File: src/rtl/core/erle_pkg.sv
package erle_pkg;

	localparam int ADDR_BITS_DEF  = 16;
	localparam int PAGE_COUNT_DEF = 12;

	localparam logic [7:0] ESC_BYTE = 8'hED;

	localparam logic [7:0]  PAGE_HI   = 8'd4;
	localparam logic [7:0]  PAGE_TOP  = 8'd5;
	localparam logic [7:0]  PAGE_LO   = 8'd8;
	localparam logic [15:0] BASE_HI   = 16'h8000;
	localparam logic [15:0] BASE_TOP  = 16'hC000;
	localparam logic [15:0] BASE_LO   = 16'h4000;

	typedef struct packed {
		logic [15:0] addr;
		logic [7:0]  value;
		logic [7:0]  count;
		logic        last;
	} erle_res_t;

	// Up to two results come out of one item; cnt says how many are meaningful.
	typedef struct packed {
		logic [1:0] cnt;
		erle_res_t  r0;
		erle_res_t  r1;
	} erle_pair_t;

endpackage

File: src/rtl/core/erle_dec.sv
module erle_dec #(
	parameter int ADDR_BITS  = erle_pkg::ADDR_BITS_DEF,
	parameter int PAGE_COUNT = erle_pkg::PAGE_COUNT_DEF
) (
	input  logic                clk,
	input  logic                arst_n,
	input  logic                go,
	input  logic                action,
	input  logic [7:0]          page,
	input  logic [7:0]          data_byte,
	output erle_pkg::erle_pair_t res
);
	import erle_pkg::*;

	typedef enum logic [1:0] {PH_LIT, PH_ESC1, PH_ESC2, PH_VAL} phase_t;

	phase_t                 phase_q, phase_d;
	logic [7:0]             held_q, held_d;
	logic [ADDR_BITS-1:0]   addr_q, addr_d;
	logic [ADDR_BITS-1:0]   addr_p1;
	logic [ADDR_BITS-1:0]   base;
	logic                   is_esc;

	assign addr_p1 = addr_q + ADDR_BITS'(1);
	assign is_esc  = (data_byte == ESC_BYTE);

	always_comb begin
		base = '0;
		if ({1'b0, page} < 9'(PAGE_COUNT)) begin
			unique case (page)
				PAGE_HI:  base = ADDR_BITS'(BASE_HI);
				PAGE_TOP: base = ADDR_BITS'(BASE_TOP);
				PAGE_LO:  base = ADDR_BITS'(BASE_LO);
				default:  base = '0;
			endcase
		end
	end

	always_comb begin
		phase_d = phase_q;
		held_d  = held_q;
		addr_d  = addr_q;
		res.cnt = 2'd0;
		res.r0  = '{addr: addr_q[15:0], value: data_byte, count: 8'd1, last: 1'b1};
		res.r1  = '{addr: addr_p1[15:0], value: data_byte, count: 8'd1, last: 1'b1};
		if (!action) begin
			addr_d  = base;
			phase_d = PH_LIT;
			held_d  = 8'd0;
		end else begin
			unique case (phase_q)
				PH_LIT: begin
					if (is_esc) begin
						phase_d = PH_ESC1;
					end else begin
						res.cnt = 2'd1;
						addr_d  = addr_p1;
					end
				end
				PH_ESC1: begin
					if (is_esc) begin
						phase_d = PH_ESC2;
					end else begin
						// A lone escape byte is a literal, followed by this byte.
						res.cnt      = 2'd2;
						res.r0.value = ESC_BYTE;
						res.r0.last  = 1'b0;
						addr_d       = addr_q + ADDR_BITS'(2);
						phase_d      = PH_LIT;
					end
				end
				PH_ESC2: begin
					held_d  = data_byte;
					phase_d = PH_VAL;
				end
				PH_VAL: begin
					phase_d = PH_LIT;
					if (held_q != 8'd0) begin
						res.cnt      = 2'd1;
						res.r0.count = held_q;
						addr_d       = addr_q + ADDR_BITS'(held_q);
						held_d       = 8'd0;
					end
				end
				default: phase_d = PH_LIT;
			endcase
		end
	end

	always_ff @(posedge clk or negedge arst_n) begin
		if (!arst_n) begin
			phase_q <= PH_LIT;
			held_q  <= 8'd0;
			addr_q  <= '0;
		end else if (go) begin
			phase_q <= phase_d;
			held_q  <= held_d;
			addr_q  <= addr_d;
		end
	end

	// A held run count only lives while its value byte is awaited.
	assert property (@(posedge clk) disable iff (!arst_n)
		(held_q != 8'd0) |-> (phase_q == PH_VAL))
		else $error("run count held outside value phase");

endmodule

File: src/rtl/core/escape_rle_memory_block_decoder_unit.sv
// Channel | Handshake            | Fields
// in      | in_valid / in_stall  | action, page, data_byte
// out     | out_valid / out_stall| write_addr, write_value, write_count, last
//
// One item passes an input register, the decode logic and the result register before its
// first result appears on the output.
// An item is taken every cycle while each gives at most one result and the output is not
// stalled; an item that gives two results holds the input while the second result waits
// in a spare register.
// A stalled output holds its result; the input register keeps taking one more item.
// Reset clears the decode phase, run count and address to zero and empties all stages.
module escape_rle_memory_block_decoder_unit #(
	parameter int ADDR_BITS  = erle_pkg::ADDR_BITS_DEF,
	parameter int PAGE_COUNT = erle_pkg::PAGE_COUNT_DEF
) (
	input  logic        clk,
	input  logic        arst_n,
	input  logic        in_valid,
	output logic        in_stall,
	input  logic        action,
	input  logic [7:0]  page,
	input  logic [7:0]  data_byte,
	output logic        out_valid,
	input  logic        out_stall,
	output logic [15:0] write_addr,
	output logic [7:0]  write_value,
	output logic [7:0]  write_count,
	output logic        last
);
	import erle_pkg::*;

	logic       valid_s1;
	logic       action_s1;
	logic [7:0] page_s1;
	logic [7:0] byte_s1;

	erle_pair_t pair;
	erle_res_t  out_q;
	erle_res_t  pend_q;
	logic       out_valid_q;
	logic       pend_valid_q;
	logic       pop;
	logic       room;
	logic       go;

	assign pop      = out_valid_q && !out_stall;
	assign room     = !pend_valid_q && (!out_valid_q || pop);
	assign go       = valid_s1 && room;
	assign in_stall = valid_s1 && !room;

	always_ff @(posedge clk or negedge arst_n) begin
		if (!arst_n) begin
			valid_s1 <= 1'b0;
		end else if (in_valid && !in_stall) begin
			valid_s1 <= 1'b1;
		end else if (go) begin
			valid_s1 <= 1'b0;
		end
	end

	always_ff @(posedge clk) begin
		if (in_valid && !in_stall) begin
			action_s1 <= action;
			page_s1   <= page;
			byte_s1   <= data_byte;
		end
	end

	erle_dec #(
		.ADDR_BITS  (ADDR_BITS),
		.PAGE_COUNT (PAGE_COUNT)
	) u_dec (
		.clk       (clk),
		.arst_n    (arst_n),
		.go        (go),
		.action    (action_s1),
		.page      (page_s1),
		.data_byte (byte_s1),
		.res       (pair)
	);

	always_ff @(posedge clk or negedge arst_n) begin
		if (!arst_n) begin
			out_valid_q  <= 1'b0;
			pend_valid_q <= 1'b0;
		end else if (pend_valid_q) begin
			if (pop) begin
				pend_valid_q <= 1'b0;
			end
		end else if (go && pair.cnt != 2'd0) begin
			out_valid_q  <= 1'b1;
			pend_valid_q <= (pair.cnt == 2'd2);
		end else if (pop) begin
			out_valid_q <= 1'b0;
		end
	end

	always_ff @(posedge clk) begin
		if (pend_valid_q) begin
			if (pop) begin
				out_q <= pend_q;
			end
		end else if (go && pair.cnt != 2'd0) begin
			out_q  <= pair.r0;
			pend_q <= pair.r1;
		end
	end

	assign out_valid   = out_valid_q;
	assign write_addr  = out_q.addr;
	assign write_value = out_q.value;
	assign write_count = out_q.count;
	assign last        = out_q.last;

	assert property (@(posedge clk) disable iff (!arst_n)
		pend_valid_q |-> out_valid_q)
		else $error("second result waiting without a first");

	assert property (@(posedge clk) disable iff (!arst_n)
		pend_valid_q |-> (!out_q.last && pend_q.last))
		else $error("last flag wrong on a result pair");

	assert property (@(posedge clk) disable iff (!arst_n)
		(pend_valid_q && pop) |=> (out_valid_q && !pend_valid_q && last))
		else $error("second result of a pair not moved up");

	assert property (@(posedge clk) disable iff (!arst_n)
		(out_valid_q && out_q.count == 8'd0) |-> 1'b0)
		else $error("result with zero count");

endmodule
File: config.mk
export PLATFORM = sky130hd
export DESIGN_NAME = escape_rle_memory_block_decoder_unit
export DESIGN_NICKNAME = d
export VERILOG_FILES = /design/src/rtl/core/erle_pkg.sv /design/src/rtl/core/erle_dec.sv /design/src/rtl/core/escape_rle_memory_block_decoder_unit.sv
export SDC_FILE = /design/constraint.sdc
export NUM_CORES = 1
export LEC_CHECK = 0
export ABC_AREA = 1
export ABC_CLOCK_PERIOD_IN_PS = 3500
export BUFFER_PORTS_ARGS = -buffer_cell sky130_fd_sc_hd__buf_4
export CAP_MARGIN = 20
export CORE_ASPECT_RATIO = 1.75
export CORE_MARGIN = 5
export CORE_UTILIZATION = 30
export DETAILED_ROUTE_END_ITERATION = 8
export PLACE_DENSITY = 0.56
export SLEW_MARGIN = 40
export SYNTH_ARGS = -nofsm -noshare
export SYNTH_HDL_FRONTEND = slang
export SYNTH_SLANG_ARGS = --single-unit
File: constraint.sdc
create_clock -name clk -period 3.5 [get_ports clk]
set_clock_uncertainty 0.1 [all_clocks]
set_input_delay 0.525 -clock clk [delete_from_list [all_inputs] [get_ports clk]]
set_output_delay 0.525 -clock clk [all_outputs]
set_load 0.03 [all_outputs]
# Word level (Yosys, flattened, before mapping)

Index checks and enable logic that the tools add are counted.

Input port bits: 21
Output and inout port bits: 35
Register bits: 103
Logic and storage cells: 95

Eq/ne operators: 15
$lt $le $gt $ge: 1
Muxes and demuxes: 36
Bitwise gates (word level): 1
Reductions and logical operators: 24
$add $sub $neg: 3

Operators with widths:

| kind                                                                    | number |
|---|---|
| 33-bit two-way mux                                                      | 3 |
| 16-bit one-hot mux with 3 select lines                                  | 2 |
| 16-bit two-way mux                                                      | 5 |
| 8-bit two-way mux                                                       | 6 |
| 17-bit two-way mux                                                      | 1 |
| 16-bit by 1-bit adder with 16-bit output, second input constant         | 1 |
| 16-bit by 2-bit adder with 16-bit output, second input constant         | 1 |
| 16-bit by 8-bit adder with 16-bit output                                | 1 |
| 8-bit by 3-bit equality test with 1-bit output, second input constant   | 2 |
| 8-bit one-hot mux with 2 select lines                                   | 1 |
| 1-bit two-way mux                                                       | 11 |
| 2-bit two-way mux                                                       | 5 |
| 8-bit by 4-bit equality test with 1-bit output, second input constant   | 1 |
| 8-bit equality test, second input constant                              | 1 |
| 8-bit by 4-bit < comparator with 1-bit output, second input constant    | 1 |
| 2-bit one-hot mux with 4 select lines                                   | 1 |
| 2-bit AND reduction                                                     | 4 |
| 2-bit nonzero test                                                      | 4 |
| 8-bit nonzero test                                                      | 1 |
| 2-bit equality test, second input constant                              | 3 |
| 1-bit logical AND                                                       | 6 |
| 3-bit by 2-bit inequality test with 1-bit output, second input constant | 2 |
| 3-bit inequality test, second input constant                            | 2 |
| 2-bit one-hot mux with 3 select lines                                   | 1 |
| 10 further kinds                                                        | 14 |

# Longest topological paths before layout

Gate-level depths: netlist (run 1).

Word-level depth: 9
Gate-level depth with buffers: 14
Gate-level depth less buffers: 14

# Hierarchy

Synthesis (run 1) repeated with hierarchy kept, for this count alone.

Cells, all modules: 708
Area, all modules: 6107.1 µm²

Modules (own cells, without submodules):

| module                               | area an instance (µm²) | cells an instance | instances | sequential area each (µm²) |
|---|---|---|---|---|
| escape_rle_memory_block_decoder_unit | 3124.2                 | 214               | 1         | 2567.5 |
| erle_dec                             | 2982.9                 | 494               | 1         | 650.6 |

# Worst setup path after synthesis (run 1)

OpenSTA, ideal clock, no wires.

Kind: register -> register
Start point: register u_dec.phase_q[1]
End point: register out_q, in the netlist last, enable pin
Buffers on the path: 1
Data arrival time: 2.584 ns
Clock period less this slack: 3.075 ns
Stages on the path, launching flop included: 9
Slack: 0.425 ns
Required time: 3.008 ns
Library setup time: 0.392 ns
Path through: dfrtp_1 > inv_1 > ha_1 > buf_2 > nand2_1 > a21oi_1 > o21ai_1 > inv_1 > or2_1

Cells in the longest elaborated chain, start to end: 7
Elaborated cells on any way between the ends: 9
Those cells by class: eq/ne: 2; mux: 2; reduce/logical: 5

RTL lines:

| item                                              | RTL line                                    | source |
|---|---|---|
| start: declaration                                | erle_dec.sv:17                              | `phase_t phase_q, phase_d;` |
| start signal: assignment                          | erle_dec.sv:96                              | `phase_q <= phase_d;` |
| 2-bit equality test, or another cell as far along | erle_dec.sv:51                              | `unique case (phase_q)` |
| 2-bit one-hot mux with 3 select lines *           | erle_dec.sv:51                              |  |
| 2-bit two-way mux *                               | erle_dec.sv:46                              | `if (!action) begin` |
| 2-bit nonzero test *                              | escape_rle_memory_block_decoder_unit.sv:103 | `end else if (go && pair.cnt != 2'd0) begin` |
| 1-bit logical AND *                               | escape_rle_memory_block_decoder_unit.sv:103 |  |
| 2-bit nonzero test (no source line) *             | -                                           |  |
| 2-bit AND reduction (no source line) *            | -                                           |  |
| end signal: assignment                            | escape_rle_memory_block_decoder_unit.sv:101 | `out_q <= pend_q;` |
| end signal: assignment                            | escape_rle_memory_block_decoder_unit.sv:104 | `out_q <= pair.r0;` |
| end: declaration                                  | escape_rle_memory_block_decoder_unit.sv:38  | `erle_res_t out_q;` |

Mark *: on every way between the ends. The rest lies on a longest branch, timed or not.
A chain may end at the register's enable or synchronous reset.

# Worst setup path after layout (run 1)

Start point: register u_dec.phase_q[1]
End point: register out_q, in the netlist write_addr[15], enable pin

The elaborated chain is that of the path after synthesis.

==> report_table.html, run 1 <==
<table>
<tr><th>Metric</th><th>Value</th></tr>
<tr><th colspan="2">Status</th></tr>
<tr><td>Status</td><td>complete, no violations</td></tr>
<tr><th colspan="2">Route</th></tr>
<tr><td>Post-DRT Antenna Nets</td><td>0</td></tr>
<tr><td>Ratio of routed vias to standard cells</td><td>4.79</td></tr>
<tr><td>Total vias in the final route</td><td>4,617</td></tr>
<tr><td>Wire length per cell</td><td>16.8 um</td></tr>
<tr><td>Drt first pass iters</td><td>5</td></tr>
<tr><td>Iteration-0 DRC Markers</td><td>258</td></tr>
<tr><td>Detailed Route WL</td><td>16,200 um</td></tr>
<tr><td># DRC</td><td>0</td></tr>
<tr><th colspan="2">Yosys</th></tr>
<tr><td>Share of synthesized flip-flops with an asynchronous set or reset</td><td>28.2%</td></tr>
<tr><td>Number of unique standard cell types used by synthesis</td><td>37</td></tr>
<tr><td>FF+latch count, synth</td><td>103</td></tr>
<tr><td>Area share of and/or/nand/nor cells after synthesis</td><td>27.3%</td></tr>
<tr><td>Synthesized area per cell</td><td>8.47 sq um</td></tr>
<tr><td>Count of flip-flops with a built-in enable after synthesis</td><td>74</td></tr>
<tr><td>Post-synth top flop</td><td>sky130_fd_sc_hd__edfxtp_1</td></tr>
<tr><td>Cell area after synthesis</td><td>5600 sq um</td></tr>
<tr><td>Synthesized-area fraction occupied by ao, oa, aoi and oai cells</td><td>8.04%</td></tr>
<tr><td>Multiplexer share of the synthesized area</td><td>0%</td></tr>
<tr><td>Ys Warns</td><td>0</td></tr>
<tr><td>Synthesized net count</td><td>700</td></tr>
<tr><td>Synth Area in Adders</td><td>3.93%</td></tr>
<tr><td>Area leader, netlist</td><td>sky130_fd_sc_hd__edfxtp_1</td></tr>
<tr><td>XOR/XNOR share of the synthesized area</td><td>1.07%</td></tr>
<tr><td>Top cells by area, synth</td><td>sky130_fd_sc_hd__edfxtp_1, sky130_fd_sc_hd__dfrtp_1, sky130_fd_sc_hd__nand2_1, sky130_fd_sc_hd__nand3_1, sky130_fd_sc_hd__inv_1</td></tr>
<tr><td>Share of the synthesized area in the top cell type</td><td>39.7%</td></tr>
<tr><td>Gate count of the mapped netlist</td><td>662</td></tr>
<tr><td>Dominant combinational cell family by area after synthesis</td><td>simple AND/OR/NAND/NOR gates</td></tr>
<tr><td>Fraction of the yosys area taken by sequential cells</td><td>52.6%</td></tr>
<tr><th colspan="2">Worst setup path</th></tr>
<tr><td>Highest-delay cell along the critical path</td><td>sky130_fd_sc_hd__ha_1</td></tr>
<tr><td>List of cells traversed by the critical path</td><td>inv_1 -&gt; ha_1 -&gt; nand2_1 -&gt; a21oi_1 -&gt; o21ai_1 -&gt; inv_1 -&gt; or2_1 -&gt; buf_4</td></tr>
<tr><td>Delay of the slowest critical-path stage</td><td>0.43 ns</td></tr>
<tr><td>Critical path peak fanout</td><td>24</td></tr>
<tr><td>CP bufs+invs</td><td>3</td></tr>
<tr><td>Nature of the critical path startpoint</td><td>flip-flop</td></tr>
<tr><td>CP Capture Type</td><td>flip-flop</td></tr>
<tr><td>Most used cell, CP</td><td>sky130_fd_sc_hd__inv_1</td></tr>
<tr><td>Type of the setup path with the least slack</td><td>reg -&gt; reg</td></tr>
<tr><td>CP Launch Point</td><td>u_dec.phase_q[1]</td></tr>
<tr><td>Arrival time of the worst setup path</td><td>2.50 ns</td></tr>
<tr><td>Top delay family on crit path</td><td>buffers and inverters</td></tr>
<tr><td>Worst reg2reg path startpoint</td><td>u_dec.phase_q[1]</td></tr>
<tr><td>WP data required</td><td>3.42 ns</td></tr>
<tr><th colspan="2">Power and ir drop</th></tr>
<tr><td>Reported leakage power</td><td>2.88 nW</td></tr>
<tr><td>Post-route total power</td><td>5.18 mW</td></tr>
<tr><td>Net switching component of the power</td><td>2.22 mW</td></tr>
<tr><td>Combinational share of power</td><td>41.1%</td></tr>
<tr><td>Net Sw Frac</td><td>42.8%</td></tr>
<tr><td>Share of power burned in the clock network</td><td>18.8%</td></tr>
<tr><td>Worst ir drop on vdd</td><td>418 uV</td></tr>
<tr><td>Cell area power density</td><td>787 nW/um^2</td></tr>
<tr><td>Internal power of the cells</td><td>2.96 mW</td></tr>
<tr><td>Proportion of power drawn by flip-flops and latches</td><td>40.1%</td></tr>
<tr><th colspan="2">STA</th></tr>
<tr><td>Final hold violations</td><td>0</td></tr>
<tr><td>Final period util</td><td>73.6%</td></tr>
<tr><td>RSZ-0062 raised after global routing</td><td>no</td></tr>
<tr><td>Slew at the pin closest to its max-slew limit</td><td>0.617 ns</td></tr>
<tr><td>Setup TNS Final</td><td>0 ns</td></tr>
<tr><td>Min cycle time layout</td><td>2.58 ns</td></tr>
<tr><td>Peak Freq</td><td>0.388 GHz</td></tr>
<tr><td>Count of final max-slew check failures</td><td>0</td></tr>
<tr><td>Final setup vio count</td><td>0</td></tr>
<tr><td>Max transition margin</td><td>58.7%</td></tr>
<tr><td>Final worst hold slack</td><td>0.0101 ns</td></tr>
<tr><th colspan="2">Floorplanning</th></tr>
<tr><td>DIE AREA</td><td>21,600 sq um</td></tr>
<tr><td>Initial cell density of the core</td><td>30.3%</td></tr>
<tr><td>Ports placed on the boundary</td><td>56</td></tr>
<tr><td>Die height</td><td>191 um</td></tr>
<tr><td>Number of cell rows</td><td>66</td></tr>
<tr><td>Die Wd</td><td>113 um</td></tr>
<tr><td>Area of the placeable core</td><td>18,500 sq um</td></tr>
<tr><th colspan="2">Layout</th></tr>
<tr><td>Nets</td><td>758</td></tr>
<tr><td>Growth of design area from synthesis to finish</td><td>17.4%</td></tr>
<tr><td>Finished Layout Cells</td><td>963</td></tr>
<tr><td>ANT cells</td><td>0</td></tr>
<tr><td>Proportion of layout cells with a drive suffix above 1</td><td>14.8%</td></tr>
<tr><td>Cell area after layout</td><td>6580 sq um</td></tr>
<tr><th colspan="2">Clock network</th></tr>
<tr><td>Clock tree from TritonCTS</td><td>done</td></tr>
<tr><td>CTS buffer count</td><td>9</td></tr>
<tr><td>Hold-fix buffer count after cts</td><td>0</td></tr>
<tr><td>Resized Gates After CTS</td><td>0</td></tr>
<tr><td>Root buffer selected by CTS</td><td>sky130_fd_sc_hd__clkbuf_16</td></tr>
<tr><td>Number of setup buffers added after CTS</td><td>0</td></tr>
<tr><td>Clock sink total</td><td>103</td></tr>
<tr><td>Register clock-pin slew on the reported worst setup and hold paths</td><td>0.08 ns</td></tr>
<tr><td>Level count of the clock H-tree</td><td>3</td></tr>
<tr><td>Max clock buf depth</td><td>2</td></tr>
<tr><td>Later-pin clock latency in the skew report</td><td>0.36 ns</td></tr>
<tr><th colspan="2">GRT</th></tr>
<tr><td>Total congestion overflow</td><td>0</td></tr>
<tr><td>Number of global-route vias before repair</td><td>4,612</td></tr>
<tr><td>Largest net degree at the start of global routing</td><td>40</td></tr>
<tr><td>GRT Overall Usage</td><td>15.6%</td></tr>
<tr><td>Global-route wire length before repair</td><td>25,400 um</td></tr>
<tr><td>Initial antenna violation count</td><td>0</td></tr>
<tr><th colspan="2">Placed design</th></tr>
<tr><td>I/O Buffers</td><td>55</td></tr>
<tr><td>Last weighted congestion value of the routability-driven placer</td><td>0.912</td></tr>
<tr><td>DP Wirelength</td><td>12,600 um</td></tr>
<tr><td>Cell area reported after detailed placement</td><td>6300 sq um</td></tr>
<tr><td>Placed insts</td><td>947</td></tr>
<tr><th colspan="2">Worst hold path</th></tr>
<tr><td>Hold Path Class</td><td>in -&gt; async</td></tr>
<tr><th colspan="2">Job</th></tr>
<tr><td>Max Cap Violations</td><td>0</td></tr>
</table>
## area by class of cell
cell class / count / area, sq um
Tap cell: 238 / 298
Clock buffer: 10 / 229
Fill cell: 1993 / 11900
Inverter: 81 / 304
Sequential cell: 103 / 2950
Multi-Input combinational cell: 460 / 2260
Timing Repair Buffer: 65 / 488
Clock inverter: 6 / 51.3
## logic make-up after synthesis
family / after synthesis
simple gates: 352
fa+ha+maj: 17
compound gates: 85
flops: 103
xor+xnor: 6
buf+inv: 99
## synth_stat cells (all sizes together) (4+ instances only)
library cell	number
nand2	191
inv	81
edfxtp	74
nor2	72
nand3	68
o21ai	59
dfrtp	29
ha	16
a21oi	14
buf	11
nand4	8
clkbuf	7
nor3	6
a31oi	5
xor2	5
or2	4
## worst paths after layout
kind	end	slack [ns]	depth (start not counted)
min in group clk	page_s1[5]	0.23	1
worst max register to register	write_addr[15]	0.92	8
max in group asynchronous	u_dec.addr_q[15]	2.96	1
worst min register to register	write_addr[14]	0.43	2
worst min-delay path	u_dec.addr_q[6]	0.01	1
worst max-delay path	write_addr[15]	0.92	8
## cell usage in the layout (no fill, tap or decap), types with 3 or more instances in the layout
| master | n |
|---|---|
| sky130_fd_sc_hd__nor3_1 | 4 |
| sky130_fd_sc_hd__edfxtp_1 | 74 |
| sky130_fd_sc_hd__inv_1 | 79 |
| sky130_fd_sc_hd__or2_2 | 3 |
| sky130_fd_sc_hd__a21oi_1 | 14 |
| sky130_fd_sc_hd__nor2_1 | 61 |
| sky130_fd_sc_hd__xor2_1 | 4 |
| sky130_fd_sc_hd__nand2_2 | 8 |
| sky130_fd_sc_hd__nand2_1 | 183 |
| sky130_fd_sc_hd__nand3_1 | 68 |
| sky130_fd_sc_hd__clkinvlp_4 | 3 |
| sky130_fd_sc_hd__nand4_1 | 8 |
| sky130_fd_sc_hd__o21ai_1 | 7 |
| sky130_fd_sc_hd__clkbuf_16 | 9 |
| sky130_fd_sc_hd__ha_1 | 16 |
| sky130_fd_sc_hd__o21ai_0 | 52 |
| sky130_fd_sc_hd__dfrtp_1 | 29 |
| sky130_fd_sc_hd__nor2_4 | 4 |
| sky130_fd_sc_hd__a31oi_1 | 5 |
| sky130_fd_sc_hd__nor2_2 | 7 |
| sky130_fd_sc_hd__buf_4 | 65 |
## state kept, by name, indices dropped and copies added, names as in the netlist
name           count
byte_s1            8
out_valid          1
action_s1          1
write_addr        16
last               1
valid_s1           1
write_value        8
write_count        8
pend_q            24
u_dec.addr_q      16
u_dec.held_q       8
u_dec.phase_q      2
page_s1            8
pend_valid_q       1
## layer usage
metal / share of wire [%] / up-vias / global-route usage (%) / wire length [um]
li1: - / 2305 / - / -
met1: 34 / 2136 / 14.8 / 5470
met2: 56 / 126 / 30.1 / 9160
met3: 3.0 / 50 / 2.16 / 490
met4: 6.8 / 0 / 10.8 / 1100
met5: 0 / - / 0 / 0
## power groups by stage
stage | registers [mW] | logic [mW] | clock network, mW
final | 2.07 | 2.13 | 0.975
after global routing | 2.11 | 2.37 | 1.05
after CTS | 2.08 | 2.15 | 1.00
after detailed placement | 2.10 | 2.15 | 0
after global placement | 2.10 | 2.14 | 0
after floorplan | 2.27 | 1.18 | 0
## per-stage QoR
stage	util (%)	setup WS, ns
2_1_floorplan	-	0.425
3_3_place_gp	34.1	0.997
3_5_place_dp	34.1	0.950
5_1_grt	35.6	0.699
6_report	35.6	0.925
4_1_cts	35.6	0.919
Note: power is estimated with default switching activity, not from simulation.
==> run 2: changes to the inputs <==
--- a/config.mk
+++ b/config.mk
@@ -6,7 +6,7 @@
 export NUM_CORES = 1
 export LEC_CHECK = 0
 export ABC_AREA = 1
-export ABC_CLOCK_PERIOD_IN_PS = 3500
+export ABC_CLOCK_PERIOD_IN_PS = 2640
 export BUFFER_PORTS_ARGS = -buffer_cell sky130_fd_sc_hd__buf_4
 export CAP_MARGIN = 20
 export CORE_ASPECT_RATIO = 1.75
==> constraint.sdc (replaced) <==
create_clock -name clk -period 2.64 [get_ports clk]
set_clock_uncertainty 0.1 [all_clocks]
set_input_delay 0.396 -clock clk [delete_from_list [all_inputs] [get_ports clk]]
set_output_delay 0.396 -clock clk [all_outputs]
set_load 0.03 [all_outputs]
==> report_table.html, run 2 (synthesized netlist as in run 1, its figures left out) <==
<table>
<tr><th>Metric</th><th>Value</th></tr>
<tr><th colspan="2">Worst setup path</th></tr>
<tr><td>Nature of the critical path startpoint</td><td>flip-flop (unchanged)</td></tr>
<tr><td>Type of the setup path with the least slack</td><td>reg -&gt; reg (unchanged)</td></tr>
<tr><td>Delay of the slowest critical-path stage</td><td>0.44 ns (was 0.43 ns)</td></tr>
<tr><td>Most used cell, CP</td><td>sky130_fd_sc_hd__inv_1 (unchanged)</td></tr>
<tr><td>Critical path peak fanout</td><td>33 (was 24)</td></tr>
<tr><td>Top delay family on crit path</td><td>simple AND/OR/NAND/NOR gates (was buffers and inverters)</td></tr>
<tr><td>CP Capture Type</td><td>flip-flop (unchanged)</td></tr>
<tr><td>Arrival time of the worst setup path</td><td>2.09 ns (was 2.50 ns)</td></tr>
<tr><td>WP data required</td><td>2.53 ns (was 3.42 ns)</td></tr>
<tr><td>List of cells traversed by the critical path</td><td>inv_1 -&gt; ha_1 -&gt; nand2_1 -&gt; a21oi_1 -&gt; o21ai_1 -&gt; inv_1 -&gt; or2_4 (was inv_1 -&gt; ha_1 -&gt; nand2_1 -&gt; a21oi_1 -&gt; o21ai_1 -&gt; inv_1 -&gt; or2_1 -&gt; buf_4)</td></tr>
<tr><td>Highest-delay cell along the critical path</td><td>sky130_fd_sc_hd__or2_4 (was sky130_fd_sc_hd__ha_1)</td></tr>
<tr><td>CP bufs+invs</td><td>2 (was 3)</td></tr>
<tr><th colspan="2">Route</th></tr>
<tr><td>Total vias in the final route</td><td>4,660 (was 4,617)</td></tr>
<tr><td># DRC</td><td>0 (unchanged)</td></tr>
<tr><td>Post-DRT Antenna Nets</td><td>0 (unchanged)</td></tr>
<tr><td>Ratio of routed vias to standard cells</td><td>4.79 (about the same)</td></tr>
<tr><td>Wire length per cell</td><td>16.4 um (was 16.8 um)</td></tr>
<tr><td>Detailed Route WL</td><td>15,900 um (was 16,200 um)</td></tr>
<tr><td>Drt first pass iters</td><td>5 (unchanged)</td></tr>
<tr><td>Iteration-0 DRC Markers</td><td>224 (was 258)</td></tr>
<tr><th colspan="2">Clock network</th></tr>
<tr><td>Root buffer selected by CTS</td><td>sky130_fd_sc_hd__clkbuf_16 (unchanged)</td></tr>
<tr><td>Clock sink total</td><td>103 (unchanged)</td></tr>
<tr><td>Max clock buf depth</td><td>2 (unchanged)</td></tr>
<tr><td>CTS buffer count</td><td>9 (unchanged)</td></tr>
<tr><td>Clock tree from TritonCTS</td><td>done (unchanged)</td></tr>
<tr><td>Level count of the clock H-tree</td><td>3 (unchanged)</td></tr>
<tr><td>Later-pin clock latency in the skew report</td><td>0.35 ns (was 0.36 ns)</td></tr>
<tr><td>Register clock-pin slew on the reported worst setup and hold paths</td><td>0.08 ns (about the same)</td></tr>
<tr><td>Hold-fix buffer count after cts</td><td>1 (was 0)</td></tr>
<tr><td>Resized Gates After CTS</td><td>0 (unchanged)</td></tr>
<tr><td>Number of setup buffers added after CTS</td><td>0 (unchanged)</td></tr>
<tr><th colspan="2">Layout</th></tr>
<tr><td>Number of filler cells placed in the layout</td><td>1,948 (was 1,993)</td></tr>
<tr><td>Growth of design area from synthesis to finish</td><td>18.7% (was 17.4%)</td></tr>
<tr><td>Leading cell types in the layout, fill and taps excluded</td><td>sky130_fd_sc_hd__nand2_1, sky130_fd_sc_hd__inv_1, sky130_fd_sc_hd__edfxtp_1 (unchanged)</td></tr>
<tr><td>Most common cell after layout, fill and taps aside</td><td>sky130_fd_sc_hd__nand2_1 (unchanged)</td></tr>
<tr><td>Final design utilization</td><td>36.0% (was 35.6%)</td></tr>
<tr><td>Largest register FFs</td><td>24 (unchanged)</td></tr>
<tr><td>Nets</td><td>767 (was 758)</td></tr>
<tr><td>Reg with most FFs</td><td>pend_q (unchanged)</td></tr>
<tr><td>Proportion of layout cells with a drive suffix above 1</td><td>15.9% (was 14.8%)</td></tr>
<tr><td>Finished Layout Cells</td><td>972 (was 963)</td></tr>
<tr><td>ANT cells</td><td>0 (unchanged)</td></tr>
<tr><th colspan="2">Worst hold path</th></tr>
<tr><td>Hold Path Class</td><td>in -&gt; reg (was in -&gt; async)</td></tr>
<tr><th colspan="2">Floorplanning</th></tr>
<tr><td>Die height</td><td>191 um (unchanged)</td></tr>
<tr><td>Ports placed on the boundary</td><td>56 (unchanged)</td></tr>
<tr><td>Area of the placeable core</td><td>18,500 sq um (unchanged)</td></tr>
<tr><td>Initial cell density of the core</td><td>30.3% (unchanged)</td></tr>
<tr><td>DIE AREA</td><td>21,600 sq um (unchanged)</td></tr>
<tr><td>Die Wd</td><td>113 um (unchanged)</td></tr>
<tr><td>Number of cell rows</td><td>66 (unchanged)</td></tr>
<tr><th colspan="2">Placed design</th></tr>
<tr><td>I/O Buffers</td><td>55 (unchanged)</td></tr>
<tr><td>DP Wirelength</td><td>12,200 um (was 12,600 um)</td></tr>
<tr><td>Placed insts</td><td>955 (was 947)</td></tr>
<tr><td>Last weighted congestion value of the routability-driven placer</td><td>0.939 (was 0.912)</td></tr>
<tr><th colspan="2">GRT</th></tr>
<tr><td>Global-route wire length before repair</td><td>25,100 um (was 25,400 um)</td></tr>
<tr><td>Number of global-route vias before repair</td><td>4,779 (was 4,612)</td></tr>
<tr><td>Largest net degree at the start of global routing</td><td>40 (unchanged)</td></tr>
<tr><td>Initial antenna violation count</td><td>0 (unchanged)</td></tr>
<tr><td>GRT Overall Usage</td><td>15.1% (was 15.6%)</td></tr>
<tr><td>Total congestion overflow</td><td>0 (unchanged)</td></tr>
<tr><th colspan="2">STA</th></tr>
<tr><td>Slew at the pin closest to its max-slew limit</td><td>0.658 ns (was 0.617 ns)</td></tr>
<tr><td>Setup TNS Final</td><td>0 ns (unchanged)</td></tr>
<tr><td>Final setup vio count</td><td>0 (unchanged)</td></tr>
<tr><td>Peak Freq</td><td>0.455 GHz (was 0.388 GHz)</td></tr>
<tr><td>Max transition margin</td><td>55.7% (was 58.7%)</td></tr>
<tr><td>Final hold violations</td><td>0 (unchanged)</td></tr>
<tr><td>Min cycle time layout</td><td>2.20 ns (was 2.58 ns)</td></tr>
<tr><td>Count of final max-slew check failures</td><td>0 (unchanged)</td></tr>
<tr><td>Final period util</td><td>83.3% (was 73.6%)</td></tr>
<tr><td>RSZ-0062 raised after global routing</td><td>no (unchanged)</td></tr>
<tr><th colspan="2">Power and ir drop</th></tr>
<tr><td>Post-route total power</td><td>6.91 mW (was 5.18 mW)</td></tr>
<tr><td>Reported leakage power</td><td>2.93 nW (was 2.88 nW)</td></tr>
<tr><td>Cell area power density</td><td>1040 nW/um^2 (was 787 nW/um^2)</td></tr>
<tr><td>Worst ir drop on vdd</td><td>736 uV (was 418 uV)</td></tr>
<tr><th colspan="2">Status</th></tr>
<tr><td>Status</td><td>complete, no violations (unchanged)</td></tr>
<tr><th colspan="2">Job</th></tr>
<tr><td>Max Cap Violations</td><td>0 (unchanged)</td></tr>
</table>
==> run 2: power by group <==
| part | internal (mW) | switching (mW) |
|---|---|---|
| clock network | 0.652 | 0.642 |
| registers | 2.40 | 0.296 |
| logic | 0.908 | 2.01 |
| total | 3.96 | 2.95 |
==> run 2: layout make-up <==
class	instances	area, sq um	share of cell area [%]
clock buffers	9	225	3.38
inverters	81	304	4.57
multi-input cells	460	2260	34.0
flip-flops and latches	103	2950	44.3
clock inverters	7	57.6	0.865
well taps	238	298	4.48
repair buffers	74	558	8.39
==> run 2: metrics by stage <==
step | setup WS (ns) | cell area, sq um | hold WS (ns)
finish | 0.442 | 6650 | 0.115
global route | 0.233 | 6650 | 0.0997
CTS | 0.432 | 6650 | 0.108
detailed placement | 0.455 | 6360 | 0.277
global placement | 0.494 | 6360 | 0.279
floorplan | 0.0257 | 5610 | 0.000409
==> run 2: final timing paths <==
path	start	end	slack, ns	cells after the start
max	u_dec.phase_q[1]	write_count[6]	0.44	7
min	data_byte[2]	byte_s1[2]	0.11	1
max reg2reg	u_dec.phase_q[1]	write_count[6]	0.44	7
min reg2reg	byte_s1[5]	pend_q[14]	0.40	0
max in group asynchronous	arst_n	u_dec.addr_q[0]	1.68	2
min in group asynchronous	arst_n	u_dec.addr_q[8]	0.43	2
==> run 2: metal layers <==
| layer | share of wire (%) | global-route usage, % | vias up |
|---|---|---|---|
| met1 | 35 | 14.7 | 2157 |
| met2 | 57 | 30.2 | 135 |
| met3 | 3.7 | 2.25 | 45 |
| met4 | 4.5 | 7.31 | 0 |
| met5 | 0 | 0 | - |
| li1 | - | - | 2323 |
==> run 3: changes to the inputs <==
--- a/config.mk
+++ b/config.mk
@@ -5,8 +5,8 @@
 export SDC_FILE = /design/constraint.sdc
 export NUM_CORES = 1
 export LEC_CHECK = 0
-export ABC_AREA = 1
-export ABC_CLOCK_PERIOD_IN_PS = 2640
+export ABC_AREA = 0
+export ABC_CLOCK_PERIOD_IN_PS = 2300
 export BUFFER_PORTS_ARGS = -buffer_cell sky130_fd_sc_hd__buf_4
 export CAP_MARGIN = 20
 export CORE_ASPECT_RATIO = 1.75
==> constraint.sdc (replaced) <==
create_clock -name clk -period 2.3 [get_ports clk]
set_clock_uncertainty 0.1 [all_clocks]
set_input_delay 0.345 -clock clk [delete_from_list [all_inputs] [get_ports clk]]
set_output_delay 0.345 -clock clk [all_outputs]
set_load 0.03 [all_outputs]
==> report_table.html, run 3 <==
<table>
<tr><th>Metric</th><th>Value</th></tr>
<tr><th colspan="2">Layout</th></tr>
<tr><td>Nets</td><td>637 (was 767)</td></tr>
<tr><td>Growth of design area from synthesis to finish</td><td>25.3% (was 18.7%)</td></tr>
<tr><td>Proportion of layout cells with a drive suffix above 1</td><td>27.6% (was 15.9%)</td></tr>
<tr><td>Final design utilization</td><td>37.9% (was 36.0%)</td></tr>
<tr><td>Most common cell after layout, fill and taps aside</td><td>sky130_fd_sc_hd__buf_4 (was sky130_fd_sc_hd__nand2_1)</td></tr>
<tr><td>Cell area after layout</td><td>6820 sq um (was 6650 sq um)</td></tr>
<tr><td>Leading cell types in the layout, fill and taps excluded</td><td>sky130_fd_sc_hd__buf_4, sky130_fd_sc_hd__edfxtp_1, sky130_fd_sc_hd__nand2_1 (was sky130_fd_sc_hd__nand2_1, sky130_fd_sc_hd__inv_1, sky130_fd_sc_hd__edfxtp_1)</td></tr>
<tr><td>Largest register FFs</td><td>24 (unchanged)</td></tr>
<tr><td>Finished Layout Cells</td><td>838 (was 972)</td></tr>
<tr><td>Reg with most FFs</td><td>pend_q (unchanged)</td></tr>
<tr><td>ANT cells</td><td>0 (unchanged)</td></tr>
<tr><th colspan="2">Yosys</th></tr>
<tr><td>Share of the synthesized area in the top cell type</td><td>40.8% (was 39.7%)</td></tr>
<tr><td>Fraction of the yosys area taken by sequential cells</td><td>54.2% (was 52.6%)</td></tr>
<tr><td>Commonest cells post-synth</td><td>sky130_fd_sc_hd__edfxtp_1, sky130_fd_sc_hd__nand2_1, sky130_fd_sc_hd__o21ai_0, sky130_fd_sc_hd__nor2_1, sky130_fd_sc_hd__a21oi_1 (was sky130_fd_sc_hd__nand2_1, sky130_fd_sc_hd__inv_1, sky130_fd_sc_hd__edfxtp_1, sky130_fd_sc_hd__nand3_1, sky130_fd_sc_hd__nor2_1)</td></tr>
<tr><td>Ys Warns</td><td>0 (unchanged)</td></tr>
<tr><td>Post-synth top flop</td><td>sky130_fd_sc_hd__edfxtp_1 (unchanged)</td></tr>
<tr><td>Count of flip-flops with a built-in enable after synthesis</td><td>74 (unchanged)</td></tr>
<tr><td>FF+latch count, synth</td><td>103 (unchanged)</td></tr>
<tr><td>Share of synthesized flip-flops with an asynchronous set or reset</td><td>28.2% (unchanged)</td></tr>
<tr><td>Number of unique standard cell types used by synthesis</td><td>70 (was 37)</td></tr>
<tr><td>Area leader, netlist</td><td>sky130_fd_sc_hd__edfxtp_1 (unchanged)</td></tr>
<tr><td>Cell area after synthesis</td><td>5440 sq um (was 5600 sq um)</td></tr>
<tr><td>Synthesized net count</td><td>540 (was 700)</td></tr>
<tr><td>Synthesized area per cell</td><td>10.8 sq um (was 8.47 sq um)</td></tr>
<tr><td>Top cells by area, synth</td><td>sky130_fd_sc_hd__edfxtp_1, sky130_fd_sc_hd__dfrtp_1, sky130_fd_sc_hd__o21ai_0, sky130_fd_sc_hd__ha_1, sky130_fd_sc_hd__nand2_1 (was sky130_fd_sc_hd__edfxtp_1, sky130_fd_sc_hd__dfrtp_1, sky130_fd_sc_hd__nand2_1, sky130_fd_sc_hd__nand3_1, sky130_fd_sc_hd__inv_1)</td></tr>
<tr><td>Cell with the most instances after synthesis</td><td>sky130_fd_sc_hd__edfxtp_1 (was sky130_fd_sc_hd__nand2_1)</td></tr>
<tr><td>Gate count of the mapped netlist</td><td>502 (was 662)</td></tr>
<tr><th colspan="2">Route</th></tr>
<tr><td># DRC</td><td>0 (unchanged)</td></tr>
<tr><td>Post-DRT Antenna Nets</td><td>0 (unchanged)</td></tr>
<tr><td>Ratio of routed vias to standard cells</td><td>5.07 (was 4.79)</td></tr>
<tr><td>Drt first pass iters</td><td>5 (unchanged)</td></tr>
<tr><td>Detailed Route WL</td><td>15,300 um (was 15,900 um)</td></tr>
<tr><td>Total vias in the final route</td><td>4,251 (was 4,660)</td></tr>
<tr><td>Wire length per cell</td><td>18.2 um (was 16.4 um)</td></tr>
<tr><td>Iteration-0 DRC Markers</td><td>361 (was 224)</td></tr>
<tr><th colspan="2">Job</th></tr>
<tr><td>Max Cap Violations</td><td>0 (unchanged)</td></tr>
<tr><th colspan="2">Worst setup path</th></tr>
<tr><td>Nature of the critical path startpoint</td><td>flip-flop (unchanged)</td></tr>
<tr><td>CP Launch Point</td><td>u_dec.addr_q[2] (was u_dec.phase_q[1])</td></tr>
<tr><td>Worst reg2reg path startpoint</td><td>u_dec.addr_q[2] (was u_dec.phase_q[1])</td></tr>
<tr><td>CP Capture Type</td><td>flip-flop (unchanged)</td></tr>
<tr><td>WP data required</td><td>2.44 ns (was 2.53 ns)</td></tr>
<tr><td>Critical path peak fanout</td><td>4 (was 33)</td></tr>
<tr><td>Crit Reg-Reg Endpoint</td><td>u_dec.addr_q[6] (was write_count[6])</td></tr>
<tr><td>Cell depth of the worst flop-to-flop path</td><td>7 (unchanged)</td></tr>
<tr><td>Type of the setup path with the least slack</td><td>reg -&gt; reg (unchanged)</td></tr>
<tr><td>Setup slack of the worst register-to-register path</td><td>0.04 ns (was 0.44 ns)</td></tr>
<tr><td>Arrival time of the worst setup path</td><td>2.40 ns (was 2.09 ns)</td></tr>
<tr><th colspan="2">Clock network</th></tr>
<tr><td>Max clock buf depth</td><td>2 (unchanged)</td></tr>
<tr><td>Later-pin clock latency in the skew report</td><td>0.36 ns (was 0.35 ns)</td></tr>
<tr><td>Root buffer selected by CTS</td><td>sky130_fd_sc_hd__clkbuf_16 (unchanged)</td></tr>
<tr><td>Clock tree from TritonCTS</td><td>done (unchanged)</td></tr>
<tr><td>CTS buffer count</td><td>9 (unchanged)</td></tr>
<tr><td>Clock sink total</td><td>103 (unchanged)</td></tr>
<tr><td>Level count of the clock H-tree</td><td>3 (unchanged)</td></tr>
<tr><td>Register clock-pin slew on the reported worst setup and hold paths</td><td>0.08 ns (about the same)</td></tr>
<tr><th colspan="2">GRT</th></tr>
<tr><td>GRT Overall Usage</td><td>14.5% (was 15.1%)</td></tr>
<tr><td>Global-route wire length before repair</td><td>23,700 um (was 25,100 um)</td></tr>
<tr><td>Largest net degree at the start of global routing</td><td>50 (was 40)</td></tr>
<tr><td>Number of global-route vias before repair</td><td>4,313 (was 4,779)</td></tr>
<tr><td>Total congestion overflow</td><td>0 (unchanged)</td></tr>
<tr><td>Initial antenna violation count</td><td>0 (unchanged)</td></tr>
<tr><th colspan="2">Worst hold path</th></tr>
<tr><td>Worst hold endpoint</td><td>byte_s1[1] (was byte_s1[2])</td></tr>
<tr><td>Startpoint of the lowest-slack hold path</td><td>data_byte[1] (was data_byte[2])</td></tr>
<tr><td>Number of cells on the worst hold path</td><td>1 (unchanged)</td></tr>
<tr><td>Hold Path Class</td><td>in -&gt; reg (unchanged)</td></tr>
<tr><th colspan="2">STA</th></tr>
<tr><td>Final period util</td><td>98.3% (was 83.3%)</td></tr>
<tr><td>Setup TNS Final</td><td>0 ns (unchanged)</td></tr>
<tr><td>Max transition margin</td><td>63.7% (was 55.7%)</td></tr>
<tr><td>Slew at the pin closest to its max-slew limit</td><td>0.545 ns (was 0.658 ns)</td></tr>
<tr><td>Final hold violations</td><td>0 (unchanged)</td></tr>
<tr><td>Min cycle time layout</td><td>2.26 ns (was 2.20 ns)</td></tr>
<tr><td>Peak Freq</td><td>0.442 GHz (was 0.455 GHz)</td></tr>
<tr><td>RSZ-0062 raised after global routing</td><td>yes (was no)</td></tr>
<tr><td>Final setup vio count</td><td>0 (unchanged)</td></tr>
<tr><td>Count of final max-slew check failures</td><td>0 (unchanged)</td></tr>
<tr><th colspan="2">Placed design</th></tr>
<tr><td>Last weighted congestion value of the routability-driven placer</td><td>0.905 (was 0.939)</td></tr>
<tr><td>Cell area reported after detailed placement</td><td>6480 sq um (was 6360 sq um)</td></tr>
<tr><td>Placed insts</td><td>818 (was 955)</td></tr>
<tr><td>DP Wirelength</td><td>11,400 um (was 12,200 um)</td></tr>
<tr><td>I/O Buffers</td><td>55 (unchanged)</td></tr>
<tr><th colspan="2">Floorplanning</th></tr>
<tr><td>Die height</td><td>188 um (was 191 um)</td></tr>
<tr><td>Number of cell rows</td><td>65 (was 66)</td></tr>
<tr><td>Initial cell density of the core</td><td>30.3% (about the same)</td></tr>
<tr><td>DIE AREA</td><td>21,000 sq um (was 21,600 sq um)</td></tr>
<tr><td>Ports placed on the boundary</td><td>56 (unchanged)</td></tr>
<tr><td>Area of the placeable core</td><td>18,000 sq um (was 18,500 sq um)</td></tr>
<tr><td>Die Wd</td><td>112 um (was 113 um)</td></tr>
<tr><th colspan="2">Power and ir drop</th></tr>
<tr><td>Worst ir drop on vdd</td><td>551 uV (was 736 uV)</td></tr>
<tr><td>Cell area power density</td><td>1190 nW/um^2 (was 1040 nW/um^2)</td></tr>
<tr><td>Reported leakage power</td><td>2.66 nW (was 2.93 nW)</td></tr>
<tr><th colspan="2">Status</th></tr>
<tr><td>Status</td><td>complete, no violations (unchanged)</td></tr>
</table>
run 3: cell count changes after synthesis, moves of 10 or more:
| cell | previous run | this run |
|---|---|---|
| sky130_fd_sc_hd__nand2_1 | 183 | 51 |
| sky130_fd_sc_hd__inv_1 | 79 | 26 |
| sky130_fd_sc_hd__a21oi_1 | 14 | 30 |
| sky130_fd_sc_hd__nand3_1 | 68 | 18 |
| sky130_fd_sc_hd__xnor2_1 | 1 | 16 |
| sky130_fd_sc_hd__nor2_1 | 61 | 34 |
| sky130_fd_sc_hd__nor3_1 | 4 | 14 |
| sky130_fd_sc_hd__mux2_2 | 0 | 10 |
| sky130_fd_sc_hd__o21ai_0 | 52 | 41 |
run 3: power breakdown:
part	total [mW]	switching [mW]	internal [mW]
Clock	1.48	0.733	0.747
Sequential	2.97	0.286	2.69
Combinational	3.63	2.20	1.43
run 3: through the flow:
stage,hold WS (ns),power (mW),setup WS [ns]
floorplan,-0.0506,5.21,-0.140
global placement,0.219,6.56,0.139
detailed placement,0.227,6.62,0.0588
CTS,0.0425,8.12,0.0381
global route,0.0462,8.55,-0.0712
finish,0.0578,8.09,0.0386
run 3: area by class of cell:
cell class / count / area (sq um)
clock buffer: 9 / 225
inverter: 26 / 97.6
clock inverter: 7 / 53.8
fill: 1766 / 11200
tap: 234 / 293
sequential: 103 / 2950
timing repair buffer: 114 / 896
multi-input combinational: 345 / 2300
run 3: worst max-delay path, stage by stage (launching register included):
cell and delay, ns:
sky130_fd_sc_hd__dfrtp_1 0.40, sky130_fd_sc_hd__ha_1 0.34, sky130_fd_sc_hd__nor2b_2 0.17, sky130_fd_sc_hd__o31a_1 0.37, sky130_fd_sc_hd__o21a_1 0.20, sky130_fd_sc_hd__or3_1 0.30, sky130_fd_sc_hd__a31oi_1 0.16, sky130_fd_sc_hd__a21oi_1 0.09
run 3: worst max-delay path by stage:
stage                                 end  slack, ns
after floorplan                      last      -0.14
after global placement    u_dec.addr_q[8]       0.14
after detailed placement  u_dec.addr_q[8]       0.06
after CTS                 u_dec.addr_q[8]       0.04
after global routing      u_dec.addr_q[6]      -0.07
final                     u_dec.addr_q[6]       0.04
run 3: metal layers:
| layer | routed length [um] | global-route usage, % | vias up |
|---|---|---|---|
| met2 | 8240 | 27.0 | 91 |
| met4 | 556 | 6.89 | 0 |
| li1 | - | - | 2044 |
| met3 | 403 | 1.91 | 31 |
| met1 | 6040 | 16.1 | 2085 |
| met5 | 0 | 0 | - |
run 3: timing repair:
| action | CTS | global route |
|---|---|---|
| resized for setup | 0 | 9 |
| hold buffers | 1 | 0 |
| setup buffers | 0 | 3 |
| hold endpoints to repair | 29 | 0 |
| endpoints found under the setup margin | 0 | 9 |
run 3: cell families after synthesis:
logic type / Yosys count / synth area share, %
muxes: 11 / 2.25
adders and majority gates: 17 / 4.05
DFF: 103 / 54.2
and+or+nand+nor: 165 / 15.9
buffers and inverters: 54 / 4.78
xor gates and xnor gates: 22 / 3.54
AOI/OAI and AO/OA: 130 / 15.2
